`config.mk`:
```
export PLATFORM = sky130hd
export DESIGN_NAME = sorted_key_set_flat
export DESIGN_NICKNAME = d
export VERILOG_FILES = /design/src/sks_pkg.sv /design/src/sks_ifs.sv /design/src/sorted_key_set.sv /design/src/flat_wrapper.sv
export SDC_FILE = /design/constraint.sdc
export NUM_CORES = 2
export LEC_CHECK = 0
export BUFFER_PORTS_ARGS = -buffer_cell sky130_fd_sc_hd__buf_2
export CAP_MARGIN = 25
export CELL_PAD_IN_SITES_DETAIL_PLACEMENT = 1
export CELL_PAD_IN_SITES_GLOBAL_PLACEMENT = 2
export CORE_UTILIZATION = 49
export CTS_CLUSTER_SIZE = 20
export DETAILED_ROUTE_END_ITERATION = 6
export PLACE_DENSITY_LB_ADDON = 0.2
export SYNTH_ARGS = -nofsm -noshare
export SYNTH_HDL_FRONTEND = slang
export SYNTH_SLANG_ARGS = --single-unit
```
`constraint.sdc`:
```
create_clock -name clk -period 11.15 [get_ports clk]
set_input_delay 0.5575 -clock clk [delete_from_list [all_inputs] [get_ports clk]]
set_output_delay 0.5575 -clock clk [all_outputs]
set_load 0.01 [all_outputs]
```
`src/sks_pkg.sv`:
```
// Package for the sorted key set: sizes, field types, request codes and
// sequencer states. Depends on nothing; every other file imports it.
package sks_pkg;

    localparam int CAPACITY = 64;
    localparam int KEY_BITS = 16;
    localparam int IDX_BITS = $clog2(CAPACITY);
    localparam int CNT_BITS = $clog2(CAPACITY + 1);

    typedef logic [KEY_BITS-1:0] key_t;
    typedef logic [IDX_BITS-1:0] idx_t;
    typedef logic [CNT_BITS-1:0] cnt_t;
    typedef logic [1:0]          req_t;

    localparam req_t REQ_INSERT = 2'd0;
    localparam req_t REQ_DELETE = 2'd1;
    localparam req_t REQ_FIND   = 2'd2;
    localparam req_t REQ_READ   = 2'd3;

    typedef enum logic [3:0] {
        ST_IDLE,
        ST_SCAN,
        ST_SCAN_CMP,
        ST_ACT,
        ST_UP_RD,
        ST_UP_WR,
        ST_DN_RD,
        ST_DN_WR,
        ST_READ_WAIT,
        ST_FINISH
    } st_t;

endpackage

```
`src/sks_ifs.sv`:
```
// Channel interfaces of the sorted key set: request, result and marker write.
// Depends on sks_pkg for the field types.
interface sks_req_if;
    import sks_pkg::*;
    logic  valid;
    logic  ready;
    req_t  req_type;
    key_t  key;
    idx_t  rank;
    modport source (output valid, output req_type, output key, output rank, input ready);
    modport sink (input valid, input req_type, input key, input rank, output ready);
endinterface

interface sks_rsp_if;
    import sks_pkg::*;
    logic  valid;
    logic  ready;
    logic  hit;
    key_t  read_value;
    logic  error;
    cnt_t  entry_count;
    logic  marker_present;
    modport source (output valid, output hit, output read_value, output error,
                    output entry_count, output marker_present, input ready);
    modport sink (input valid, input hit, input read_value, input error,
                  input entry_count, input marker_present, output ready);
endinterface

interface sks_cfg_if;
    import sks_pkg::*;
    logic  valid;
    logic  ready;
    key_t  data;
    modport source (output valid, output data, input ready);
    modport sink (input valid, input data, output ready);
endinterface

```
`src/sorted_key_set.sv`:
```
// Sorted key set: a sequencer around one key memory and one shared comparator.
// Depends on sks_pkg and the channel interfaces in sks_ifs.sv.
//
//   Channel   Direction   Carries
//   req       in          req_type, key, rank
//   rsp       out         hit, read_value, error, entry_count, marker_present
//   cfg       in          data (empty marker key), always ready
//
// An in-range read reads memory from idle and takes the value in a wait state; a
// read whose rank is not below the count returns an error. Insert, delete and find
// scan memory from rank 0, a read and a compare per entry below the key; insert and
// delete move each shifted entry by a read and a write (one registered read a cycle).
// Reset clears the count, the marker flag and the marker key; memory contents
// are not cleared. The request channel is ready only when the sequencer is
// idle, and a finished word waits in the result register until taken.
module sorted_key_set (
    input  logic      clk,
    input  logic      rst_n,
    sks_req_if.sink   req,
    sks_rsp_if.source rsp,
    sks_cfg_if.sink   cfg
);
    import sks_pkg::*;

    key_t mem [CAPACITY];
    key_t rdata_reg;
    logic mem_re;
    logic mem_we;
    idx_t mem_raddr;
    idx_t mem_waddr;
    key_t mem_wdata;

    st_t  state_reg, state_next;
    req_t op_reg, op_next;
    key_t key_reg, key_next;
    idx_t rank_reg, rank_next;
    cnt_t cur_reg, cur_next;
    cnt_t pos_reg, pos_next;
    cnt_t count_reg, count_next;
    logic flag_reg, flag_next;
    key_t marker_reg;
    logic hit_reg, hit_next;
    logic err_reg, err_next;
    key_t val_reg, val_next;
    logic out_valid_reg, out_valid_next;
    logic out_hit_reg, out_hit_next;
    logic out_err_reg, out_err_next;
    key_t out_val_reg, out_val_next;
    cnt_t out_cnt_reg, out_cnt_next;
    logic out_flag_reg, out_flag_next;

    logic key_less;
    logic key_equal;
    cnt_t cur_inc;

    assign key_less  = rdata_reg < key_reg;
    assign key_equal = rdata_reg == key_reg;
    assign cur_inc   = cnt_t'(cur_reg + cnt_t'(1));

    assign req.ready          = (state_reg == ST_IDLE);
    assign cfg.ready          = 1'b1;
    assign rsp.valid          = out_valid_reg;
    assign rsp.hit            = out_hit_reg;
    assign rsp.read_value     = out_val_reg;
    assign rsp.error          = out_err_reg;
    assign rsp.entry_count    = out_cnt_reg;
    assign rsp.marker_present = out_flag_reg;

    always_ff @(posedge clk)
    begin
        if (mem_we)
        begin
            mem[mem_waddr] <= mem_wdata;
        end
        if (mem_re)
        begin
            rdata_reg <= mem[mem_raddr];
        end
    end

    always_ff @(posedge clk or negedge rst_n)
    begin
        if (!rst_n)
        begin
            state_reg     <= ST_IDLE;
            count_reg     <= '0;
            flag_reg      <= 1'b0;
            marker_reg    <= '0;
            out_valid_reg <= 1'b0;
        end
        else
        begin
            state_reg     <= state_next;
            count_reg     <= count_next;
            flag_reg      <= flag_next;
            out_valid_reg <= out_valid_next;
            if (cfg.valid)
            begin
                marker_reg <= cfg.data;
            end
        end
    end

    always_ff @(posedge clk)
    begin
        op_reg       <= op_next;
        key_reg      <= key_next;
        rank_reg     <= rank_next;
        cur_reg      <= cur_next;
        pos_reg      <= pos_next;
        hit_reg      <= hit_next;
        err_reg      <= err_next;
        val_reg      <= val_next;
        out_hit_reg  <= out_hit_next;
        out_err_reg  <= out_err_next;
        out_val_reg  <= out_val_next;
        out_cnt_reg  <= out_cnt_next;
        out_flag_reg <= out_flag_next;
    end

    always_comb
    begin
        state_next     = state_reg;
        op_next        = op_reg;
        key_next       = key_reg;
        rank_next      = rank_reg;
        cur_next       = cur_reg;
        pos_next       = pos_reg;
        count_next     = count_reg;
        flag_next      = flag_reg;
        hit_next       = hit_reg;
        err_next       = err_reg;
        val_next       = val_reg;
        out_valid_next = out_valid_reg && !rsp.ready;
        out_hit_next   = out_hit_reg;
        out_err_next   = out_err_reg;
        out_val_next   = out_val_reg;
        out_cnt_next   = out_cnt_reg;
        out_flag_next  = out_flag_reg;
        mem_re         = 1'b0;
        mem_we         = 1'b0;
        mem_raddr      = cur_reg[IDX_BITS-1:0];
        mem_waddr      = cur_reg[IDX_BITS-1:0];
        mem_wdata      = rdata_reg;

        unique case (state_reg)
            ST_IDLE:
            begin
                if (req.valid)
                begin
                    op_next   = req.req_type;
                    key_next  = req.key;
                    rank_next = req.rank;
                    cur_next  = '0;
                    hit_next  = 1'b0;
                    err_next  = 1'b0;
                    val_next  = '0;
                    if (req.req_type == REQ_READ)
                    begin
                        if (cnt_t'(req.rank) < count_reg)
                        begin
                            mem_re     = 1'b1;
                            mem_raddr  = req.rank;
                            state_next = ST_READ_WAIT;
                        end
                        else
                        begin
                            err_next   = 1'b1;
                            state_next = ST_FINISH;
                        end
                    end
                    else
                    begin
                        state_next = ST_SCAN;
                    end
                end
            end
            ST_SCAN:
            begin
                if (cur_reg >= count_reg)
                begin
                    pos_next   = cur_reg;
                    hit_next   = 1'b0;
                    state_next = ST_ACT;
                end
                else
                begin
                    mem_re     = 1'b1;
                    state_next = ST_SCAN_CMP;
                end
            end
            ST_SCAN_CMP:
            begin
                if (key_less)
                begin
                    cur_next   = cur_inc;
                    state_next = ST_SCAN;
                end
                else
                begin
                    pos_next   = cur_reg;
                    hit_next   = key_equal;
                    state_next = ST_ACT;
                end
            end
            ST_ACT:
            begin
                unique case (op_reg)
                    REQ_INSERT:
                    begin
                        if (hit_reg)
                        begin
                            state_next = ST_FINISH;
                        end
                        else if (count_reg == cnt_t'(CAPACITY))
                        begin
                            err_next   = 1'b1;
                            state_next = ST_FINISH;
                        end
                        else
                        begin
                            cur_next   = count_reg;
                            state_next = ST_UP_RD;
                        end
                    end
                    REQ_DELETE:
                    begin
                        cur_next   = pos_reg;
                        state_next = hit_reg ? ST_DN_RD : ST_FINISH;
                    end
                    REQ_FIND:
                    begin
                        state_next = ST_FINISH;
                    end
                    REQ_READ:
                    begin
                        state_next = ST_FINISH;
                    end
                endcase
            end
            ST_UP_RD:
            begin
                if (cur_reg == pos_reg)
                begin
                    mem_we     = 1'b1;
                    mem_wdata  = key_reg;
                    count_next = cnt_t'(count_reg + cnt_t'(1));
                    if (key_reg == marker_reg)
                    begin
                        flag_next = 1'b1;
                    end
                    state_next = ST_FINISH;
                end
                else
                begin
                    mem_re     = 1'b1;
                    mem_raddr  = idx_t'(cur_reg - cnt_t'(1));
                    state_next = ST_UP_WR;
                end
            end
            ST_UP_WR:
            begin
                mem_we     = 1'b1;
                cur_next   = cnt_t'(cur_reg - cnt_t'(1));
                state_next = ST_UP_RD;
            end
            ST_DN_RD:
            begin
                if (cur_inc >= count_reg)
                begin
                    count_next = cnt_t'(count_reg - cnt_t'(1));
                    if (key_reg == marker_reg)
                    begin
                        flag_next = 1'b0;
                    end
                    state_next = ST_FINISH;
                end
                else
                begin
                    mem_re     = 1'b1;
                    mem_raddr  = cur_inc[IDX_BITS-1:0];
                    state_next = ST_DN_WR;
                end
            end
            ST_DN_WR:
            begin
                mem_we     = 1'b1;
                cur_next   = cur_inc;
                state_next = ST_DN_RD;
            end
            ST_READ_WAIT:
            begin
                val_next   = rdata_reg;
                state_next = ST_FINISH;
            end
            ST_FINISH:
            begin
                if (!out_valid_reg || rsp.ready)
                begin
                    out_valid_next = 1'b1;
                    out_hit_next   = hit_reg;
                    out_err_next   = err_reg;
                    out_val_next   = val_reg;
                    out_cnt_next   = count_reg;
                    out_flag_next  = flag_reg;
                    state_next     = ST_IDLE;
                end
            end
            default:
            begin
                state_next = ST_IDLE;
            end
        endcase
    end

endmodule

```
`src/flat_wrapper.sv`:
```
// flat-port wrapper written by rule: the top's interface ports become plain ports
module sorted_key_set_flat import sks_pkg::*;
  (clk, rst_n, req_valid, req_req_type, req_key, req_rank, req_ready, rsp_valid, rsp_hit, rsp_read_value, rsp_error, rsp_entry_count, rsp_marker_present, rsp_ready, cfg_valid, cfg_data, cfg_ready);
  sks_req_if req_i ();
  sks_rsp_if rsp_i ();
  sks_cfg_if cfg_i ();
  input  logic clk;
  input  logic rst_n;
  input wire logic [$bits(req_i.valid)-1:0] req_valid;
  input wire logic [$bits(req_i.req_type)-1:0] req_req_type;
  input wire logic [$bits(req_i.key)-1:0] req_key;
  input wire logic [$bits(req_i.rank)-1:0] req_rank;
  output wire logic [$bits(req_i.ready)-1:0] req_ready;
  output wire logic [$bits(rsp_i.valid)-1:0] rsp_valid;
  output wire logic [$bits(rsp_i.hit)-1:0] rsp_hit;
  output wire logic [$bits(rsp_i.read_value)-1:0] rsp_read_value;
  output wire logic [$bits(rsp_i.error)-1:0] rsp_error;
  output wire logic [$bits(rsp_i.entry_count)-1:0] rsp_entry_count;
  output wire logic [$bits(rsp_i.marker_present)-1:0] rsp_marker_present;
  input wire logic [$bits(rsp_i.ready)-1:0] rsp_ready;
  input wire logic [$bits(cfg_i.valid)-1:0] cfg_valid;
  input wire logic [$bits(cfg_i.data)-1:0] cfg_data;
  output wire logic [$bits(cfg_i.ready)-1:0] cfg_ready;
  assign req_i.valid = req_valid;
  assign req_i.req_type = req_req_type;
  assign req_i.key = req_key;
  assign req_i.rank = req_rank;
  assign req_ready = req_i.ready;
  assign rsp_valid = rsp_i.valid;
  assign rsp_hit = rsp_i.hit;
  assign rsp_read_value = rsp_i.read_value;
  assign rsp_error = rsp_i.error;
  assign rsp_entry_count = rsp_i.entry_count;
  assign rsp_marker_present = rsp_i.marker_present;
  assign rsp_i.ready = rsp_ready;
  assign cfg_i.valid = cfg_valid;
  assign cfg_i.data = cfg_data;
  assign cfg_ready = cfg_i.ready;
  sorted_key_set u_core (.clk(clk), .rst_n(rst_n), .req(req_i), .rsp(rsp_i), .cfg(cfg_i));
endmodule
```
==> impl_results.md <==
* Count of different cell masters after synthesis at 77
* WP data arrival at approximately 8.4 ns
* Avg Inst Size Synth at 13.8 sq um
* Power per standard cell area at around 310 nW/um^2
* Largest family of logic cells by synthesized area: compound AO/OA/AOI/OAI gates
* Die area at 96800 sq um
* Share of post-route cells with drive strength above 1 at about an eighth
* Vias per cell at between 6 and 7
* Sequential share of power at a little over a third
* Startpoint Class: flop
* XOR/XNOR Fraction of Synth Area at 0.730%
* Largest net degree at the start of global routing at between 100 and 150
* Io pins at 74
* Setup Skew at 0.0197 ns
* FF-to-FF path depth at 19
* Largest area contributor in the netlist: edfxtp_1
* Leakage power at 18.2 nW
* Yosys top cell area share at 71.6%
* DP Wirelength at between 80000 and 90000 microns
* Antenna violations before repair at 10
* Root buffer cell: clkbuf_16
* Clock buffer depth at 3
* # DRC at 0
* Net Sw Frac at approximately 42%
* Final setup vio count at 0
* Sink Count at 1145
* Multiplexer share of the synthesized area at 2.64%
* Int Power at between 9 and 10 mW
* Remaining antenna violation count at 0
* Max_cap viols at 0
* Post-CTS setup buffer count at 0
* CP Capture Type: flop
* Status: finished, final reports clean
* Biggest register: u_core.mem
* Synthesized Nets at approximately 3500
* Pre-antenna DRT Iters at 6
* Clk_lat worst skew at 0.72 ns
* CTS buffer count at 118
* First-pass GRT wire length at around 210000 microns
* Hold_ws at 0.0381 ns
* Clk pwr share at between 20% and 30%
* Via Count at 30285
* Initial DRC Count at 3627
* Slew HR at approximately 27%
* Synthesized area at 46800 sq um
* Clock Pin Slew Worst Setup and Hold Paths at 0.06 ns
* Final Cycle Share at between 60% and 70%
* Post-synthesis sequential area ratio at 73.2%
* FMAX at 128 MHz
* Largest cells by area after synthesis: edfxtp_1, nand2_1, a21oi_1
* Die W at a little over 300 microns
* Type of the worst setup path: reg2reg
* Worst-path maximum fanout at 48
* Slew @ Worst Pin at 1.09 ns
* Row Count at around 110
* Max VDD drop at approximately 0.2 mV
* Post-synth EDFFs at 1116
* TritonCTS clock tree: yes
* Synth Area in Compound Gates at 11.3%
* CP required at 11.71 ns
* Syn Inst Count at 3392
* CTS H-tree lvls at 3
* Routability cong. at 0.894
* Combinational power share at 42.1%
* Synth Register Bits at 1145
* WHS Path Cells at 1
* Synth-to-layout area growth at 13.0%
* Fin crit period at 7.78 ns
* Most common cell after layout, fill and taps aside: edfxtp_1
* Post-Synth Simple-Gate Area at 8.65%
* Core Region at 94000 sq um
* NumNets Final at between 3000 and 4000
* Most frequent cells in the layout: edfxtp_1, nand2_1, a21oi_1
* Vias in the first global route at 31011
* RSZ-0062 raised after global routing: false
* Net Switching at ~7.0 mW
* Total power at roughly 16 mW
* Adder-cell share of the synthesized area at 1.17%
* FFs w/ async S/R, synth at 2.53%
* Total Routing Usage GR at 29.8%
* Worst hold path type: in2reg
* Ys flop type: edfxtp_1
* GRT Residual Overflow at 0
* Fin. Hold Viols at 0
* I/O Buffers at 72
* Initial core utilization at ~50%
* Routed len/inst at approximately 30 microns
* YS warnings at 0
* Number of flip-flops in the largest register at 1024
* Final wirelength at 145000 microns
* Die Span Y at 311 microns
* Slew Limit Fails at 0
* Setup TNS at 0 ns
[worst max-delay path, stage by stage, from the launching register on]
cell and delay (ns):
edfxtp_1 0.93, inv_1 0.38, nor3_1 0.56, nand3_1 0.17, xnor2_1 0.33, ha_1 0.33
a41oi_1 0.21, o21ai_1 0.14, a211oi_1 0.30, o22ai_1 0.27, or4_1 0.59, a221oi_4 0.27
buf_4 0.61, buf_4 0.62, nand2_1 0.25, buf_4 0.37, o22ai_1 0.27, a211oi_1 0.13
nor2_1 0.51, a311o_1 0.29
[cell type report]
class / count / area [sq um]
clock buffers: 158 / 3140
flip-flops and latches: 1145 / 34200
multi-input cells: 1990 / 11800
fillers: 8933 / 41100
repair buffers: 201 / 1580
inverters: 40 / 150
diodes: 1 / 2.50
well taps: 1254 / 1570
clock inverters: 59 / 464
[what timing repair did]
item                                    4_1_cts  5_1_grt
resized for setup                             0        0
endpoints found under the setup margin        0        0
hold endpoints to repair                     38        0
hold buffers                                 10        0
[routing by layer]
layer	GRT usage [%]	part of all wire, %	vias to the layer above
met5	0	0.0090	-
met4	9.46	3.2	2
met3	5.55	8.3	226
met2	47.1	47	1311
met1	41.9	42	15702
li1	-	-	13044
[synth_stat cells (34+ instances only)]
| library cell | number |
|---|---|
| and3_1 | 68 |
| nor2_1 | 114 |
| o21ai_0 | 86 |
| xnor2_1 | 34 |
| a21oi_1 | 348 |
| a22oi_1 | 43 |
| a31oi_1 | 61 |
| buf_2 | 69 |
| nand2_1 | 603 |
| inv_1 | 39 |
| a211oi_1 | 102 |
| mux2i_1 | 103 |
| edfxtp_1 | 1116 |
| clkbuf_1 | 113 |
| ha_1 | 42 |
| o22ai_1 | 61 |
| nand3_1 | 56 |
| a22o_1 | 43 |
[worst paths after layout]
check                                                  from                                  end  slack [ns]
setup / recovery                u_core.cur_reg[0]$_DFFE_PP_        u_core.rdata_reg[6]$_DFFE_PP_        3.37
hold / removal                                   req_key[5]          u_core.key_reg[5]$_DFFE_PP_        0.04
setup reg to reg                u_core.cur_reg[0]$_DFFE_PP_        u_core.rdata_reg[6]$_DFFE_PP_        3.37
hold reg to reg            u_core.val_reg[15]$_SDFFCE_PN0P_  u_core.rsp.read_value[15]$_DFFE_PP_        0.42
max in group asynchronous                             rst_n           u_core.rsp.valid$_DFF_PN0_       10.20
min in group asynchronous                             rst_n    u_core.marker_reg[14]$_DFFE_PN0P_        0.46
[stage by stage]
stage	setup slack (ns)	instance area [sq um]	util (%)	instances
4_1_cts	3.39	52800	56.2	4841
5_1_grt	3.01	52900	56.3	4847
3_5_place_dp	3.45	49100	52.2	4614
6_report	3.37	52900	56.3	4848
2_1_floorplan	6.35	46800	-	3392
3_3_place_gp	3.40	48800	51.9	4599
[logic make-up (layout without fill, tap and decap cells)]
kind of cell    Yosys count  count (layout)
flops                  1145            1145
simple gates            944             944
compound gates          842             842
buf+inv                 257             458
mux                     121             121
fa+ha+maj                43              43
xor+xnor                 39              39
other cells               1               2
[power groups by stage]
| stage | clock network (mW) | logic [mW] | registers (mW) |
|---|---|---|---|
| global route | 3.95 | 7.36 | 5.81 |
| global placement | 0 | 6.59 | 5.87 |
| finish | 3.75 | 6.93 | 5.80 |
| CTS | 3.80 | 6.87 | 5.79 |
| detailed placement | 0 | 6.81 | 5.88 |
| floorplan | 0 | 4.13 | 5.80 |
No activity file was read; power rests on OpenSTA's default activity.
